## src/rtl/wlab_pkg.sv

```systemverilog
// ----------------------------------------------------------------------------
// wlab_pkg
// Shared types and constants of the water level alarm buzzer.
// ----------------------------------------------------------------------------
package wlab_pkg;

    localparam int LevelW   = 7;
    localparam int DelayW   = 12;
    localparam int TimeoutW = 20;
    localparam int ClearW   = 21;
    localparam int BeepW    = 12;
    localparam int EventW   = 2;
    localparam int CfgAddrW = 2;
    localparam int CfgDataW = 20;
    localparam int InDataW  = 8;
    localparam int OutDataW = 8;

    localparam logic [LevelW-1:0]   LEVEL_EMPTY  = 7'd0;
    localparam logic [LevelW-1:0]   LEVEL_FULL   = 7'd100;

    localparam logic [BeepW-1:0]    LACK_ON1_END = 12'd500;
    localparam logic [BeepW-1:0]    LACK_OFF_END = 12'd1000;
    localparam logic [BeepW-1:0]    LACK_WIN_END = 12'd1500;

    localparam logic [EventW-1:0]   LACK_EVENTS_MAX = 2'd2;

    localparam logic [DelayW-1:0]   LACK_DELAY_RST      = 12'd3000;
    localparam logic [DelayW-1:0]   FULL_DELAY_RST      = 12'd3000;
    localparam logic [TimeoutW-1:0] CLEAR_TIMEOUT_RST   = 20'd180000;
    localparam logic [DelayW-1:0]   LONG_BEEP_TICKS_RST = 12'd3000;

    typedef enum logic [CfgAddrW-1:0] {
        CFG_LACK_DELAY      = 2'd0,
        CFG_FULL_DELAY      = 2'd1,
        CFG_CLEAR_TIMEOUT   = 2'd2,
        CFG_LONG_BEEP_TICKS = 2'd3
    } cfg_idx_t;

    typedef struct packed {
        logic [DelayW-1:0]   lack_delay;
        logic [DelayW-1:0]   full_delay;
        logic [TimeoutW-1:0] clear_timeout;
        logic [DelayW-1:0]   long_beep_ticks;
    } wlab_cfg_t;

endpackage

```

## src/rtl/water_level_alarm_buzzer.sv

```systemverilog
// ----------------------------------------------------------------------------
// water_level_alarm_buzzer
// Tick-driven water lack / full alarm latch with buzzer pattern generator.
//
//   channel   dir   width  contents
//   s_axis    in    8      water_level [6:0], tick_active [7]
//   m_axis    out   8      buzzer_on [0], lack_alarm [1], full_alarm [2]
//   cfg       in    20     lack_delay, full_delay, clear_timeout, long_beep_ticks
//
// one tick per cycle while s_axis_tready is high; state and result register update in
// the cycle of the input transfer, the result shows on m_axis the next cycle.
// a waiting result stalls input only while m_axis_tready is low.
// synchronous active-low reset clears all state but out_data_reg, config returns to defaults.
// ----------------------------------------------------------------------------
module water_level_alarm_buzzer
    import wlab_pkg::*;
(
    input  logic                aclk,
    input  logic                aresetn,

    input  logic                s_axis_tvalid,
    output logic                s_axis_tready,
    input  logic [InDataW-1:0]  s_axis_tdata,   // water_level [6:0], tick_active [7]

    output logic                m_axis_tvalid,
    input  logic                m_axis_tready,
    output logic [OutDataW-1:0] m_axis_tdata,   // buzzer_on [0], lack_alarm [1], full_alarm [2]

    input  logic                cfg_wr_en,
    input  logic [CfgAddrW-1:0] cfg_addr,
    input  logic [CfgDataW-1:0] cfg_wr_data
);

    wlab_cfg_t cfg;

    wlab_cfg_regs u_cfg_regs (
        .aclk        (aclk),
        .aresetn     (aresetn),
        .cfg_wr_en   (cfg_wr_en),
        .cfg_addr    (cfg_addr),
        .cfg_wr_data (cfg_wr_data),
        .cfg         (cfg)
    );

    logic [DelayW-1:0] empty_run_reg, empty_run_next;
    logic [DelayW-1:0] full_run_reg,  full_run_next;
    logic [BeepW-1:0]  beep_count_reg, beep_count_next;
    logic [ClearW-1:0] clear_run_reg, clear_run_next;
    logic [EventW-1:0] lack_events_reg, lack_events_next;
    logic              lack_reg, lack_next;
    logic              full_reg, full_next;
    logic              buzz_reg, buzz_next;
    logic              out_valid_reg, out_valid_next;
    logic [2:0]        out_data_reg, out_data_next;

    logic [LevelW-1:0] level;
    logic              active;
    logic              in_xfer;
    logic              lvl_empty, lvl_full, lvl_mid;
    logic [DelayW:0]   e_inc, f_inc;
    logic [BeepW-1:0]  b_inc;
    logic [ClearW-1:0] c_inc;

    assign level  = s_axis_tdata[LevelW-1:0];
    assign active = s_axis_tdata[LevelW];

    assign s_axis_tready = !out_valid_reg || m_axis_tready;
    assign in_xfer       = s_axis_tvalid && s_axis_tready;

    assign lvl_empty = (level == LEVEL_EMPTY);
    assign lvl_full  = (level == LEVEL_FULL);
    assign lvl_mid   = !lvl_empty && (level < LEVEL_FULL);

    always_comb begin
        empty_run_next   = empty_run_reg;
        full_run_next    = full_run_reg;
        beep_count_next  = beep_count_reg;
        clear_run_next   = clear_run_reg;
        lack_events_next = lack_events_reg;
        lack_next        = lack_reg;
        full_next        = full_reg;
        buzz_next        = buzz_reg;
        e_inc            = {1'b0, empty_run_reg} + 1'b1;
        f_inc            = {1'b0, full_run_reg} + 1'b1;
        b_inc            = '0;
        c_inc            = '0;

        if (in_xfer && active) begin
            // empty run
            if (lvl_empty && !lack_reg) begin
                if (e_inc > {1'b0, cfg.lack_delay}) begin
                    empty_run_next  = '0;
                    full_next       = 1'b0;
                    lack_next       = 1'b1;
                    beep_count_next = '0;
                    buzz_next       = 1'b0;
                    if (lack_events_reg < LACK_EVENTS_MAX) begin
                        lack_events_next = lack_events_reg + 1'b1;
                    end
                end else begin
                    empty_run_next = e_inc[DelayW-1:0];
                end
            end else begin
                empty_run_next = '0;
            end

            // full run, level full excludes a lack latch in this tick
            if (lvl_full && !full_reg) begin
                if (f_inc >= {1'b0, cfg.full_delay}) begin
                    full_run_next   = '0;
                    full_next       = 1'b1;
                    lack_next       = 1'b0;
                    beep_count_next = '0;
                    buzz_next       = 1'b0;
                end else begin
                    full_run_next = f_inc[DelayW-1:0];
                end
            end else begin
                full_run_next = '0;
            end

            b_inc = beep_count_next + 1'b1;

            // lack pattern
            if (lack_next) begin
                if (beep_count_next < LACK_WIN_END) begin
                    beep_count_next = b_inc;
                    if (lack_events_next == LACK_EVENTS_MAX) begin
                        if (b_inc < LACK_ON1_END) begin
                            buzz_next = 1'b1;
                        end else if (b_inc > LACK_ON1_END && b_inc < LACK_OFF_END) begin
                            buzz_next = 1'b0;
                        end else if (b_inc > LACK_OFF_END && b_inc < LACK_WIN_END) begin
                            buzz_next = 1'b1;
                        end
                    end
                end else begin
                    buzz_next = 1'b0;
                end
            end

            // long beep
            if (full_next) begin
                if (beep_count_next < cfg.long_beep_ticks) begin
                    beep_count_next = b_inc;
                    buzz_next       = 1'b1;
                end else begin
                    buzz_next = 1'b0;
                end
            end

            // clear timeout
            c_inc = clear_run_reg + 1'b1;
            if (lvl_mid && (lack_next || full_next)) begin
                if (c_inc > {1'b0, cfg.clear_timeout}) begin
                    clear_run_next = '0;
                    lack_next      = 1'b0;
                    full_next      = 1'b0;
                end else begin
                    clear_run_next = c_inc;
                end
            end
        end
    end

    always_comb begin
        out_valid_next = out_valid_reg;
        out_data_next  = out_data_reg;
        if (in_xfer) begin
            out_valid_next = 1'b1;
            out_data_next  = {full_next, lack_next, buzz_next};
        end else if (m_axis_tready) begin
            out_valid_next = 1'b0;
        end
    end

    always_ff @(posedge aclk) begin
        if (!aresetn) begin
            empty_run_reg   <= '0;
            full_run_reg    <= '0;
            beep_count_reg  <= '0;
            clear_run_reg   <= '0;
            lack_events_reg <= '0;
            lack_reg        <= 1'b0;
            full_reg        <= 1'b0;
            buzz_reg        <= 1'b0;
            out_valid_reg   <= 1'b0;
        end else begin
            empty_run_reg   <= empty_run_next;
            full_run_reg    <= full_run_next;
            beep_count_reg  <= beep_count_next;
            clear_run_reg   <= clear_run_next;
            lack_events_reg <= lack_events_next;
            lack_reg        <= lack_next;
            full_reg        <= full_next;
            buzz_reg        <= buzz_next;
            out_valid_reg   <= out_valid_next;
        end
    end

    always_ff @(posedge aclk) begin
        out_data_reg <= out_data_next;
    end

    assign m_axis_tvalid = out_valid_reg;
    assign m_axis_tdata  = {{(OutDataW-3){1'b0}}, out_data_reg};

endmodule

```

## src/rtl/wlab_cfg_regs.sv

```systemverilog
// ----------------------------------------------------------------------------
// wlab_cfg_regs
// Configuration register file, write only, low register-width bits kept.
// ----------------------------------------------------------------------------
module wlab_cfg_regs
    import wlab_pkg::*;
(
    input  logic                aclk,
    input  logic                aresetn,
    input  logic                cfg_wr_en,
    input  logic [CfgAddrW-1:0] cfg_addr,
    input  logic [CfgDataW-1:0] cfg_wr_data,
    output wlab_cfg_t           cfg
);

    wlab_cfg_t cfg_reg;
    wlab_cfg_t cfg_next;

    always_comb begin
        cfg_next = cfg_reg;
        if (cfg_wr_en) begin
            unique case (cfg_idx_t'(cfg_addr))
                CFG_LACK_DELAY:      cfg_next.lack_delay      = cfg_wr_data[DelayW-1:0];
                CFG_FULL_DELAY:      cfg_next.full_delay      = cfg_wr_data[DelayW-1:0];
                CFG_CLEAR_TIMEOUT:   cfg_next.clear_timeout   = cfg_wr_data[TimeoutW-1:0];
                CFG_LONG_BEEP_TICKS: cfg_next.long_beep_ticks = cfg_wr_data[DelayW-1:0];
                default:             cfg_next = cfg_reg;
            endcase
        end
    end

    always_ff @(posedge aclk) begin
        if (!aresetn) begin
            cfg_reg.lack_delay      <= LACK_DELAY_RST;
            cfg_reg.full_delay      <= FULL_DELAY_RST;
            cfg_reg.clear_timeout   <= CLEAR_TIMEOUT_RST;
            cfg_reg.long_beep_ticks <= LONG_BEEP_TICKS_RST;
        end else begin
            cfg_reg <= cfg_next;
        end
    end

    assign cfg = cfg_reg;

endmodule

```

## config.mk

```make
export PLATFORM = sky130hd
export DESIGN_NAME = water_level_alarm_buzzer
export DESIGN_NICKNAME = d
export VERILOG_FILES = /design/src/rtl/wlab_pkg.sv /design/src/rtl/water_level_alarm_buzzer.sv /design/src/rtl/wlab_cfg_regs.sv
export SDC_FILE = /design/constraint.sdc
export NUM_CORES = 1
export LEC_CHECK = 0
export BUFFER_PORTS_ARGS = -buffer_cell sky130_fd_sc_hd__buf_2
export CAP_MARGIN = 30
export CORE_UTILIZATION = 40
export DETAILED_ROUTE_END_ITERATION = 6
export SYNTH_ARGS = -nofsm -noshare
export SYNTH_HDL_FRONTEND = slang
export SYNTH_SLANG_ARGS = --single-unit
```

## constraint.sdc

```tcl
create_clock -name aclk -period 7.2 [get_ports aclk]
set_input_delay 1.44 -clock aclk [delete_from_list [all_inputs] [get_ports aclk]]
set_output_delay 1.44 -clock aclk [all_outputs]
set_load 0.005 [all_outputs]
```

After elaboration in Yosys (flattened, before gate mapping)
Cells that the tools add are included.
W data, S select, Z words.
Word-level totals
  output and inout bits: 10
  flip-flop bits (word level): 122
Operators by class
  eq/ne operators: 5
  multiplexer cells: 50
  add/subtract/negate cells: 5
  $lt $le $gt $ge: 12
  reductions and logical operators: 22
Operators with widths (count)
  $mux W12: 14
  $mux W1: 31
  $add A12 B1 Y13 const B: 2
  $lt A12 B11 Y1 const B: 2
  $add A21 B1 Y21 const B: 1
  $gt A21 B20 Y1: 1
  $mux W21: 1
  $ge A13 B12 Y1: 1
  $gt A13 B12 Y1: 1
  $add A12 B1 Y12 const B: 1
  $gt A12 B10 Y1 const B: 1
  $gt A12 B9 Y1 const B: 1
  $lt A12 B10 Y1 const B: 1
  $lt A12 B12 Y1: 1
  $lt A12 B9 Y1 const B: 1
  $reduce_and A2 Y1: 5
  $logic_and A1 B1 Y1: 8
  $mux W2: 4
  $eq A7 B7 Y1 const B: 1
  $logic_not A7 Y1: 1
  $lt A7 B7 Y1 const B: 1
  $eq A2 B2 Y1 const B: 3
  $logic_not A1 Y1: 4
  $add A2 B1 Y2 const B: 1
  5 further kinds: 6

Logic depth before layout (Yosys ltp)
Gate-level depths: netlist of the first run.
  word-level depth: 18
  depth in mapped cells: 34

Hierarchy
From an unflattened synthesis of the first run, not the netlist that was laid out.
Second synthesis, totals
  cell total of the unflattened synthesis: 996
  area total of the unflattened synthesis: 8207.9 µm²
Modules (own cells, without submodules)
  water_level_alarm_buzzer: sequential area each 1351.3 µm², area an instance 5978.2 µm², times used 1, cells each 780
  wlab_cfg_regs: sequential area each 1121.1 µm², area an instance 2229.6 µm², times used 1, cells each 216

Worst setup path after synthesis of the first run
Ideal clock, no wire load.
  path type: input to register
  start: in s_axis_tdata[3]
  end: reg beep_count_reg[11]
  arrival: 6.133 ns
  stages: 24
  setup slack: 0.940 ns
  cells stage by stage: or4_4 -> or4b_4 -> a21o_1 -> buf_6 -> nand2b_2 -> clkbuf_1 -> buf_2 -> nor2_1 -> ha_1 -> clkbuf_1 -> clkbuf_1 -> nand2_1 -> xor2_1 -> ha_1 -> or4b_2 -> nor2_1 -> nand2_1 -> o221ai_4 -> nand4b_4 -> buf_2 -> o21ai_0 -> nand2_1 -> a21oi_1 -> nor2_1
Between the ends
  cells in the longest elaborated chain, start to end: 13
  elaborated cells between the ends (all ways): 24
RTL lines
  start: declaration: line water_level_alarm_buzzer.sv:23  | input logic [InDataW-1:0] s_axis_tdata,
  $logic_not A7 Y1: line water_level_alarm_buzzer.sv:70  | assign lvl_empty = (level == LEVEL_EMPTY);
  $logic_and A1 B1 Y1: line water_level_alarm_buzzer.sv:90  | if (lvl_empty && !lack_reg) begin
  $mux W12: line water_level_alarm_buzzer.sv:90
  $mux W12: line water_level_alarm_buzzer.sv:109  | if (f_inc >= {1'b0, cfg.full_delay}) begin
  $mux W12: line water_level_alarm_buzzer.sv:108  | if (lvl_full && !full_reg) begin
  $mux W12: line water_level_alarm_buzzer.sv:88  | if (in_xfer && active) begin
  $add A12 B1 Y12 / $lt A12 B11 Y1 (equally long branches): line water_level_alarm_buzzer.sv:122, water_level_alarm_buzzer.sv:126
  $mux W12: line water_level_alarm_buzzer.sv:126  | if (beep_count_next < LACK_WIN_END) begin
  $mux W12: line water_level_alarm_buzzer.sv:125  | if (lack_next) begin
  $mux W12: line water_level_alarm_buzzer.sv:88
  $lt A12 B12 Y1: line water_level_alarm_buzzer.sv:144  | if (beep_count_next < cfg.long_beep_ticks) begin
  $mux W12: line water_level_alarm_buzzer.sv:144
  $mux W12 (*): line water_level_alarm_buzzer.sv:143  | if (full_next) begin
  end signal: assignment: line water_level_alarm_buzzer.sv:191  | beep_count_reg <= beep_count_next;
  end: declaration: line water_level_alarm_buzzer.sv:47  | logic [BeepW-1:0] beep_count_reg, beep_count_next;
Mark *: on every way between the ends. The rest lies on a longest branch, timed or not. The select of a mux whose other input is x is not followed.
A chain may end at the register's enable or synchronous reset.

Worst setup path after layout of the first run
  start: reg empty_run_reg[0]
  end: reg beep_count_reg[7]
Between the ends
  cells in the longest elaborated chain, start to end: 14
  elaborated cells between the ends (all ways): 25
RTL lines
  start: declaration: line water_level_alarm_buzzer.sv:45  | logic [DelayW-1:0] empty_run_reg, empty_run_next;
  start signal: assignment: line water_level_alarm_buzzer.sv:189  | empty_run_reg <= empty_run_next;
  $add A12 B1 Y13 (*): line water_level_alarm_buzzer.sv:83  | e_inc = {1'b0, empty_run_reg} + 1'b1;
  $gt A13 B12 Y1 (*): line water_level_alarm_buzzer.sv:91  | if (e_inc > {1'b0, cfg.lack_delay}) begin
  $mux W12: line water_level_alarm_buzzer.sv:91
  $mux W12: line water_level_alarm_buzzer.sv:90
  $mux W12: line water_level_alarm_buzzer.sv:109
  $mux W12: line water_level_alarm_buzzer.sv:108
  $mux W12: line water_level_alarm_buzzer.sv:88
  $add A12 B1 Y12 / $lt A12 B11 Y1 (equally long branches): line water_level_alarm_buzzer.sv:122, water_level_alarm_buzzer.sv:126
  $mux W12: line water_level_alarm_buzzer.sv:126
  $mux W12: line water_level_alarm_buzzer.sv:125
  $mux W12: line water_level_alarm_buzzer.sv:88
  $lt A12 B12 Y1: line water_level_alarm_buzzer.sv:144
  $mux W12: line water_level_alarm_buzzer.sv:144
  $mux W12 (*): line water_level_alarm_buzzer.sv:143
Marked as above.

==> impl_metrics.tcl, run 1 <==
set metrics [dict create \
    slew_viol_final 0 \
    cts.htree.levels 4 \
    clkSinkCount 122 \
    finalWorstSetupSlack_ps 842.5 \
    drv_cap 0 \
    required_ps 7540 \
    drt-total-wl_mm 20.65 \
    fin_total_pwr_mw 1.736 \
    final_cell_mix "nand2_1 (148), dfxtp_1 (119), nor2_1 (74), a21oi_1 (73), inv_1 (66)" \
    endpoint_kind "flop" \
    synthToLayoutAreaGrowth_pct 13.33 \
    io_pins 45 \
    clock.fmax_mhz 157.3 \
    vias 7021 \
    yosysSeqAreaShare 0.3192 \
    layout.nets 1112 \
    hp-class "flop to flop" \
    post-place-ws_ps 717.4 \
    grt_pass1_vias 6621 \
    synthCells 1001 \
    row_count 50 \
    antenna_left 0 \
    wl_per_cell_um 16.01 \
    yosysTopAreaCellShare 0.3076 \
    power.leakage_nw 3.710 \
    critPathMaxStageDelay_ps 530 \
    crit_path_end "beep_count_reg[7]$_SDFFE_PN0P_" \
    root_buffer "clkbuf_16" \
    crit_type "flop to flop" \
    crit_fanout 15 \
    final_cell_count_no_fill 1290 \
    die-height_um 141.2 \
    grt_usage 0.2167 \
    hpwlAfterDp_mm 14.33 \
    viasPerCell 5.443 \
    crit_top_cell "ha_1" \
    synth.avg_cell_area_um2 7.737 \
    die_x_um 141.2 \
    grt_overflow_total 0 \
    yosysUniqueCellTypes 73 \
    crit_start "empty_run_reg[0]$_SDFFE_PN0P_" \
    start_util 0.4113 \
    antenna_found_initial 0 \
    reg2reg_from "empty_run_reg[0]$_SDFFE_PN0P_" \
    rsz0062_at_grt "false" \
    maxSlewHeadroom 0.4597 \
    drc_errors 0 \
    port_buffers 39 \
    arrival_ps 6700 \
    p_per_area_mw_per_mm2 197.7 \
    finalSetupViolCount 0 \
    core_mm2 0.01883 \
    hold_viol_final 0 \
    grt_max_degree 66 \
    status "finished, final reports clean" \
    vdd_drop_max_mv 0.1257 \
    yosys_warnings 0 \
    crit_slowest_cell "a2111oi_1" \
    synth-main-ff-cell "dfxtp_1" \
    synth_seq_cells 122 \
    finalHoldWorstSlack_ps 454.9 \
    finalCoreUtilization 0.4661 \
    worstMarginPinSlew_ps 810.4 \
    start_kind "flop" \
    synth_edf_count 3 \
    synth_area_mm2 0.007745 \
    drt_pre_antenna_iters 5 \
    globalplace.congestion 0.8565 \
    dpl-instance-area_mm2 0.008139 \
    post-synth-top-area-cell "dfxtp_1" \
    tritoncts "yes" \
    dp_cells 1258 \
    clk-insertion-delay-late_ps 420 \
    cts_max_path_buffers 2 \
    final_common_cell "nand2_1" \
    grt_pass1_wl_mm 33.85 \
    finClkSkew_ps 4.613 \
    design_area_mm2 0.008777 \
    diodes 0 \
    min_period_over_period 0.8830 \
    cts_made_buffers 17 \
    async_flop_share 0 \
    synthTopCellsByArea "dfxtp_1 (31%), ha_1 (9.7%), nand2_1 (7.2%), a21oi_1 (4.7%), nor2_1 (3.6%)" \
    largest_reg_flops 56 \
    regToRegSetupSlack_ps 840 \
    clkSlewWorstSetupHoldPaths_ps 60 \
    drt_first_iter_violations 381 \
    reg2reg_to "beep_count_reg[7]$_SDFFE_PN0P_" \
    reg2reg_depth 29 \
    min_period_ps 6357 \
    die_area_mm2 0.01992 \
    tns_ps 0 \
    drive_gt1_frac 0.1029 \
]
[cell families after synthesis]
| logic type | after synthesis | share of synthesized area |
|---|---|---|
| DFF | 122 | 0.3192 |
| buffers and inverters | 126 | 0.06575 |
| adders and majority gates | 60 | 0.09693 |
| AOI/OAI and AO/OA | 230 | 0.1952 |
| other | 1 | 0.0004842 |
| and+or+nand+nor | 403 | 0.2548 |
| muxes | 4 | 0.005493 |
| xor gates and xnor gates | 55 | 0.06220 |
[routing by layer]
metal	track usage	wire length, um	vias up
li1	-	-	3543
met1	0.2807	9643	3253
met2	0.3562	9534	186
met3	0.04314	1044	39
met4	0.07780	427	0
met5	0	0	-
[area by class of cell]
cell class	instances	area [um2]
inverters	67	251.5
clock inverters	11	166.4
multi-input cells	757	4787
flip-flops and latches	122	2472
clock buffers	21	470.5
fillers	1870	10050
well taps	260	325.3
repair buffers	52	304.0
[synthesized netlist by cell type, drive strengths merged (4+ instances only)]
| cell type | instances |
|---|---|
| o31ai | 4 |
| nand3 | 50 |
| nand2 | 149 |
| nor2 | 77 |
| or3 | 10 |
| xnor2 | 28 |
| dfxtp | 119 |
| nand4 | 14 |
| nor3 | 14 |
| a211oi | 4 |
| inv | 66 |
| a22oi | 13 |
| a21oi | 73 |
| nor4 | 10 |
| and2 | 16 |
| a31oi | 10 |
| a22o | 10 |
| nand2b | 8 |
| nor2b | 10 |
| a21o | 9 |
| ha | 60 |
| clkbuf | 42 |
| and3 | 19 |
| o21a | 5 |
| a211o | 4 |
| xor2 | 27 |
| buf | 17 |
| and4b | 5 |
| o211ai | 37 |
| o21ai | 44 |
[worst min-delay path by stage]
stage | startpoint | end | cells after the start
final | u_cfg_regs.cfg[18]$_SDFFE_PN0P_ | u_cfg_regs.cfg[18]$_SDFFE_PN0P_ | 2
after detailed placement | u_cfg_regs.cfg[50]$_SDFFE_PN0P_ | u_cfg_regs.cfg[50]$_SDFFE_PN0P_ | 2
after floorplan | u_cfg_regs.cfg[0]$_SDFFE_PN0P_ | u_cfg_regs.cfg[0]$_SDFFE_PN0P_ | 2
after global routing | u_cfg_regs.cfg[50]$_SDFFE_PN0P_ | u_cfg_regs.cfg[50]$_SDFFE_PN0P_ | 2
after global placement | u_cfg_regs.cfg[34]$_SDFFE_PN0P_ | u_cfg_regs.cfg[34]$_SDFFE_PN0P_ | 2
after CTS | u_cfg_regs.cfg[50]$_SDFFE_PN0P_ | u_cfg_regs.cfg[50]$_SDFFE_PN0P_ | 2
[power by group]
group / internal, mW / total, mW / switching, mW
Clock: 0.606 / 0.932 / 0.326
Combinational: 0.0339 / 0.103 / 0.0690
Sequential: 0.693 / 0.701 / 0.00733
Total: 1.33 / 1.74 / 0.402
[worst max-delay path, delay by kind of cell (launching register included)]
family / cells / cell delay (ps)
compound gates: 10 / 2170
simple gates: 13 / 2310
fa+ha+maj: 4 / 990
flops: 1 / 440
xor+xnor: 2 / 350
[repair_timing]
action	CTS	global route
hold buffers	0	0
setup endpoints to repair	0	4
setup buffers	0	0
gates resized for setup	0	1
(Power assumes the default switching activity.)
==> run 2, diff against run 1 <==
--- a/config.mk
+++ b/config.mk
@@ -7,7 +7,9 @@
 export LEC_CHECK = 0
 export BUFFER_PORTS_ARGS = -buffer_cell sky130_fd_sc_hd__buf_2
 export CAP_MARGIN = 30
+export CORE_ASPECT_RATIO = 0.7
 export CORE_UTILIZATION = 40
+export CTS_CLUSTER_SIZE = 28
 export DETAILED_ROUTE_END_ITERATION = 6
 export SYNTH_ARGS = -nofsm -noshare
 export SYNTH_HDL_FRONTEND = slang
==> run 2 against run 1 <==
  * First-iteration DRC count up 52%
  * Global-route usage up 0.32 points
  * Power down 3.0%
  * Maximum frequency down 2.4%
  * Worst setup slack worse by 150 ps
  * Largest cell class unchanged
  * Highest routed layer unchanged
  * Final area down 0.78%
  * Critical path depth unchanged
==> impl_metrics.tcl, run 2 (same netlist as run 1, synthesis figures left out) <==
set metrics [dict create \
    slew_viol_final 0 \
    postCtsResizedCells 0 \
    crit_top_cell "ha_1" \
    clkSinkCount 122 \
    post-place-ws_ps 675.3 \
    layout.nets 1111 \
    tns_ps 0 \
    cts_hold_buf 0 \
    multi_input_area_mm2 0.004790 \
    hp-class "flop to flop" \
    clk-insertion-delay-late_ps 430 \
    drt_pre_antenna_iters 5 \
    cts_made_buffers 17 \
    vdd_drop_max_mv 0.1549 \
    critPathMaxStageDelay_ps 530 \
    drc_errors 0 \
    die-height_um 118.4 \
    start_kind "flop" \
    vias 7025 \
    globalplace.congestion 0.8782 \
    cts_max_path_buffers 2 \
    grt_max_degree 64 \
    min_period_over_period 0.9043 \
    viasPerCell 5.527 \
    post_cts_buffers 0 \
    dpl-instance-area_mm2 0.008112 \
    crit_fanout 15 \
    port_buffers 39 \
    combinationalPowerShare 0.061 \
    finalWorstSetupSlack_ps 689.3 \
    drive_gt1_frac 0.1020 \
    power.switching_uw 405.3 \
    clkSlewWorstSetupHoldPaths_ps 60 \
    required_ps 7550 \
    endpoint_kind "flop" \
    crit_slowest_cell "a2111oi_1" \
    seq_area_mm2 0.002472 \
    design_area_mm2 0.008708 \
    maxSlewHeadroom 0.4221 \
    die_x_um 168.3 \
    finalCoreUtilization 0.4603 \
    synthToLayoutAreaGrowth_pct 12.44 \
    io_pins 45 \
    internal_power_mw 1.278 \
    seq_power_share 0.416 \
    grt_overflow_total 0 \
    finClkSkew_ps 11.28 \
    start_util 0.4094 \
    final_common_cell "nand2_1" \
    clock_power_share 0.522 \
    antenna_found_initial 0 \
    tritoncts "yes" \
    crit_type "flop to flop" \
    rsz0062_at_grt "false" \
    diodes 0 \
    root_buffer "clkbuf_16" \
    p_sw_frac 0.2408 \
    fillers 1899 \
    final_cell_mix "nand2_1 (147), dfxtp_1 (119), nor2_1 (74), a21oi_1 (73), inv_1 (66)" \
    arrival_ps 6860 \
    min_period_ps 6511 \
    status "finished, final reports clean" \
    grt_usage 0.2199 \
    drt_first_iter_violations 579 \
    drv_cap 0 \
    drt-total-wl_mm 21.05 \
    cts.htree.levels 4 \
    grt_pass1_vias 6546 \
    p_per_area_mw_per_mm2 193.2 \
    largest_reg_flops 56 \
    row_count 42 \
    worstMarginPinSlew_ps 866.9 \
    finalSetupViolCount 0 \
    clock.fmax_mhz 153.6 \
    power.leakage_nw 3.681 \
    wl_per_cell_um 16.56 \
    core_mm2 0.01892 \
    antenna_left 0 \
    hold_viol_final 0 \
    die_area_mm2 0.01993 \
    hpwlAfterDp_mm 14.82 \
    grt_pass1_wl_mm 34.64 \
]
-- run 2: path summary, 6_finish.rpt --
check / slack [ps] / cells past startpoint / startpoint / endpoint
worst min-delay path: 450 / 2 / u_cfg_regs.cfg[18]$_SDFFE_PN0P_ / u_cfg_regs.cfg[18]$_SDFFE_PN0P_
worst max-delay path: 690 / 29 / empty_run_reg[0]$_SDFFE_PN0P_ / beep_count_reg[7]$_SDFFE_PN0P_
worst max register to register: 690 / 29 / empty_run_reg[0]$_SDFFE_PN0P_ / beep_count_reg[7]$_SDFFE_PN0P_
worst min register to register: 450 / 2 / u_cfg_regs.cfg[18]$_SDFFE_PN0P_ / u_cfg_regs.cfg[18]$_SDFFE_PN0P_
-- run 2: metal layers --
| metal | global-route usage | wire [um] |
|---|---|---|
| met1 | 0.3159 | 10820 |
| met3 | 0.05894 | 1401 |
| met4 | 0.05909 | 241 |
| met2 | 0.3205 | 8587 |
| met5 | 0 | 0 |
-- run 2: stage by stage --
stage                     std cells  hold slack [ps]  power [mW]
after floorplan                1005            431.4      0.7778
after global placement         1237            444.0      0.8145
after detailed placement       1239            448.2      0.8167
after CTS                      1271            455.9       1.693
after global routing           1271            477.5       1.744
final                          1271            454.2       1.683
-- run 2: power groups by stage --
stage | registers, mW | logic [mW] | clock network (mW)
2_1_floorplan | 0.712 | 0.0653 | 0
3_3_place_gp | 0.714 | 0.100 | 0
3_5_place_dp | 0.715 | 0.102 | 0
4_1_cts | 0.700 | 0.103 | 0.890
5_1_grt | 0.702 | 0.115 | 0.927
6_report | 0.700 | 0.103 | 0.879
-- run 2: critical path, delay by kind of cell (launching register included) --
family	cells	cell delay, ps
AND/OR/NAND/NOR	13	2640
flip-flops	1	430
XOR/XNOR	2	340
adder cells (fa/ha/maj)	4	960
AO/OA/AOI/OAI	10	2060
-- run 2: area by class of cell --
class / instances / share of cell area
well taps: 242 / 0.03477
repair buffers: 51 / 0.03405
clock inverters: 12 / 0.01710
flip-flops and latches: 122 / 0.2839
clock buffers: 20 / 0.05129
inverters: 67 / 0.02888
multi-input cells: 757 / 0.5500
==> run 3, diff against run 2 <==
--- a/config.mk
+++ b/config.mk
@@ -7,10 +7,14 @@
 export LEC_CHECK = 0
 export BUFFER_PORTS_ARGS = -buffer_cell sky130_fd_sc_hd__buf_2
 export CAP_MARGIN = 30
+export CELL_PAD_IN_SITES_DETAIL_PLACEMENT = 0
+export CELL_PAD_IN_SITES_GLOBAL_PLACEMENT = 1
 export CORE_ASPECT_RATIO = 0.7
 export CORE_UTILIZATION = 40
 export CTS_CLUSTER_SIZE = 28
 export DETAILED_ROUTE_END_ITERATION = 6
+export PLACE_DENSITY_LB_ADDON = 0.1
+export REMOVE_ABC_BUFFERS = 1
 export SYNTH_ARGS = -nofsm -noshare
 export SYNTH_HDL_FRONTEND = slang
 export SYNTH_SLANG_ARGS = --single-unit
==> run 3 against run 2 <==
  * Worst setup slack got worse by 66 ps
  * Register-to-register slack got worse by 70 ps
  * Maximum frequency fell by 1.0%
  * Clock-buffer cell count rose by 5
==> impl_metrics.tcl, run 3 (same netlist as run 1, synthesis figures left out) <==
set metrics [dict create \
    die_x_um 168.3 \
    p_per_area_mw_per_mm2 194.0 \
    dp_cells 1240 \
    power.leakage_nw 3.707 \
    status "finished, final reports clean" \
    vias 6898 \
    drc_errors 0 \
    finalSetupViolCount 0 \
    endpoint_kind "flop" \
    clk-insertion-delay-late_ps 420 \
    drt-total-wl_mm 21.86 \
    tns_ps 0 \
    largest_reg_flops 56 \
    cts.htree.levels 4 \
    cts_hold_buf 0 \
    grt_usage 0.2286 \
    io_pins 45 \
    cts_made_buffers 17 \
    hpwlAfterDp_mm 15.81 \
    drive_gt1_frac 0.1030 \
    vdd_drop_max_mv 0.1627 \
    worstMarginPinSlew_ps 947.9 \
    worst-path-stages 28 \
    crit_slowest_cell "a2111oi_0" \
    final_cell_count_no_fill 1271 \
    min_period_over_period 0.9135 \
    maxSlewHeadroom 0.3680 \
    core_mm2 0.01892 \
    crit_type "flop to flop" \
    crit_family "simple AND/OR/NAND/NOR gates" \
    port_buffers 39 \
    viasPerCell 5.427 \
    clkSinkCount 122 \
    grt_max_degree 64 \
    critPathMaxStageDelay_ps 610 \
    diodes 0 \
    finClkSkew_ps 8.370 \
    start_util 0.4094 \
    finalWorstSetupSlack_ps 623.1 \
    start_kind "flop" \
    reg2reg_depth 28 \
    grt_overflow_total 0 \
    grt_pass1_wl_mm 35.13 \
    drt_pre_antenna_iters 6 \
    antenna_left 0 \
    fillers 1912 \
    wl_per_cell_um 17.20 \
    finalHoldWorstSlack_ps 453.6 \
    required_ps 7550 \
    die_area_mm2 0.01993 \
    drv_cap 0 \
    grt_pass1_vias 6190 \
    arrival_ps 6930 \
    rsz0062_at_grt "false" \
    whs_path_depth 2 \
    layout.nets 1112 \
    tritoncts "yes" \
    final_cell_mix "nand2_1 (148), dfxtp_1 (119), nor2_1 (74), a21oi_1 (73), inv_1 (66)" \
    crit_top_cell "ha_1" \
    post-place-ws_ps 605.0 \
    cts_max_path_buffers 2 \
    cp_num_buf_inv 1 \
    final_common_cell "nand2_1" \
    drt_first_iter_violations 487 \
    antenna_found_initial 0 \
    globalplace.congestion 0.8188 \
    slew_viol_final 0 \
    fin_total_pwr_mw 1.692 \
    crit_fanout 15 \
    synthToLayoutAreaGrowth_pct 12.63 \
    clock.fmax_mhz 152.0 \
    die-height_um 118.4 \
    clkSlewWorstSetupHoldPaths_ps 60 \
    row_count 42 \
    root_buffer "clkbuf_16" \
    min_period_ps 6577 \
    hp-class "flop to flop" \
    hold_viol_final 0 \
]
run 3: changes by cell type in the layout (fill, tap and decap cells not counted), sizes merged:
cell	delta
bufinv	-1
buf	+1
clkinvlp	-4
clkinv	-1
clkbuf	+5
run 3: cell type report:
cell class / count / area [um2] / area share
tap: 242 / 302.8 / 0.03471
multi-input combinational: 757 / 4791 / 0.5492
sequential: 122 / 2472 / 0.2834
timing repair buffer: 52 / 296.5 / 0.03399
inverter: 67 / 251.5 / 0.02883
clock buffer: 25 / 525.5 / 0.06024
clock inverter: 6 / 83.83 / 0.009610
run 3: final timing paths:
check	start	endpoint	slack [ps]
worst max-delay path	empty_run_reg[0]$_SDFFE_PN0P_	beep_count_reg[4]$_SDFFE_PN0P_	620
worst min-delay path	u_cfg_regs.cfg[45]$_SDFFE_PN0P_	u_cfg_regs.cfg[45]$_SDFFE_PN0P_	450
worst max register to register	empty_run_reg[0]$_SDFFE_PN0P_	beep_count_reg[4]$_SDFFE_PN0P_	620
worst min register to register	u_cfg_regs.cfg[45]$_SDFFE_PN0P_	u_cfg_regs.cfg[45]$_SDFFE_PN0P_	450
run 3: tightest hold or removal path, cell delays in order (launching register included):
cell,delay (ps)
dfxtp_1,310
nand2_1,50
a21oi_1,50
run 3: per-layer routing:
layer / part of all wire / track usage
met5: 0 / 0
met4: 0.0059 / 0.05170
met3: 0.045 / 0.04354
met2: 0.38 / 0.2949
met1: 0.56 / 0.3738
run 3: timing repair:
action,4_1_cts,5_1_grt
endpoints found under the setup margin,0,1
setup buffers,0,0
gates resized for setup,0,1
run 3: stage by stage:
stage | util | area [um2]
2_1_floorplan | - | 7502
3_5_place_dp | 0.4286 | 8109
4_1_cts | 0.4608 | 8718
3_3_place_gp | 0.4280 | 8098
6_report | 0.4611 | 8723
5_1_grt | 0.4611 | 8723
run 3: power breakdown:
group	internal (mW)	total, mW	switching [mW]
sequential	0.693	0.701	0.00722
clock	0.571	0.888	0.317
combinational	0.0334	0.103	0.0699
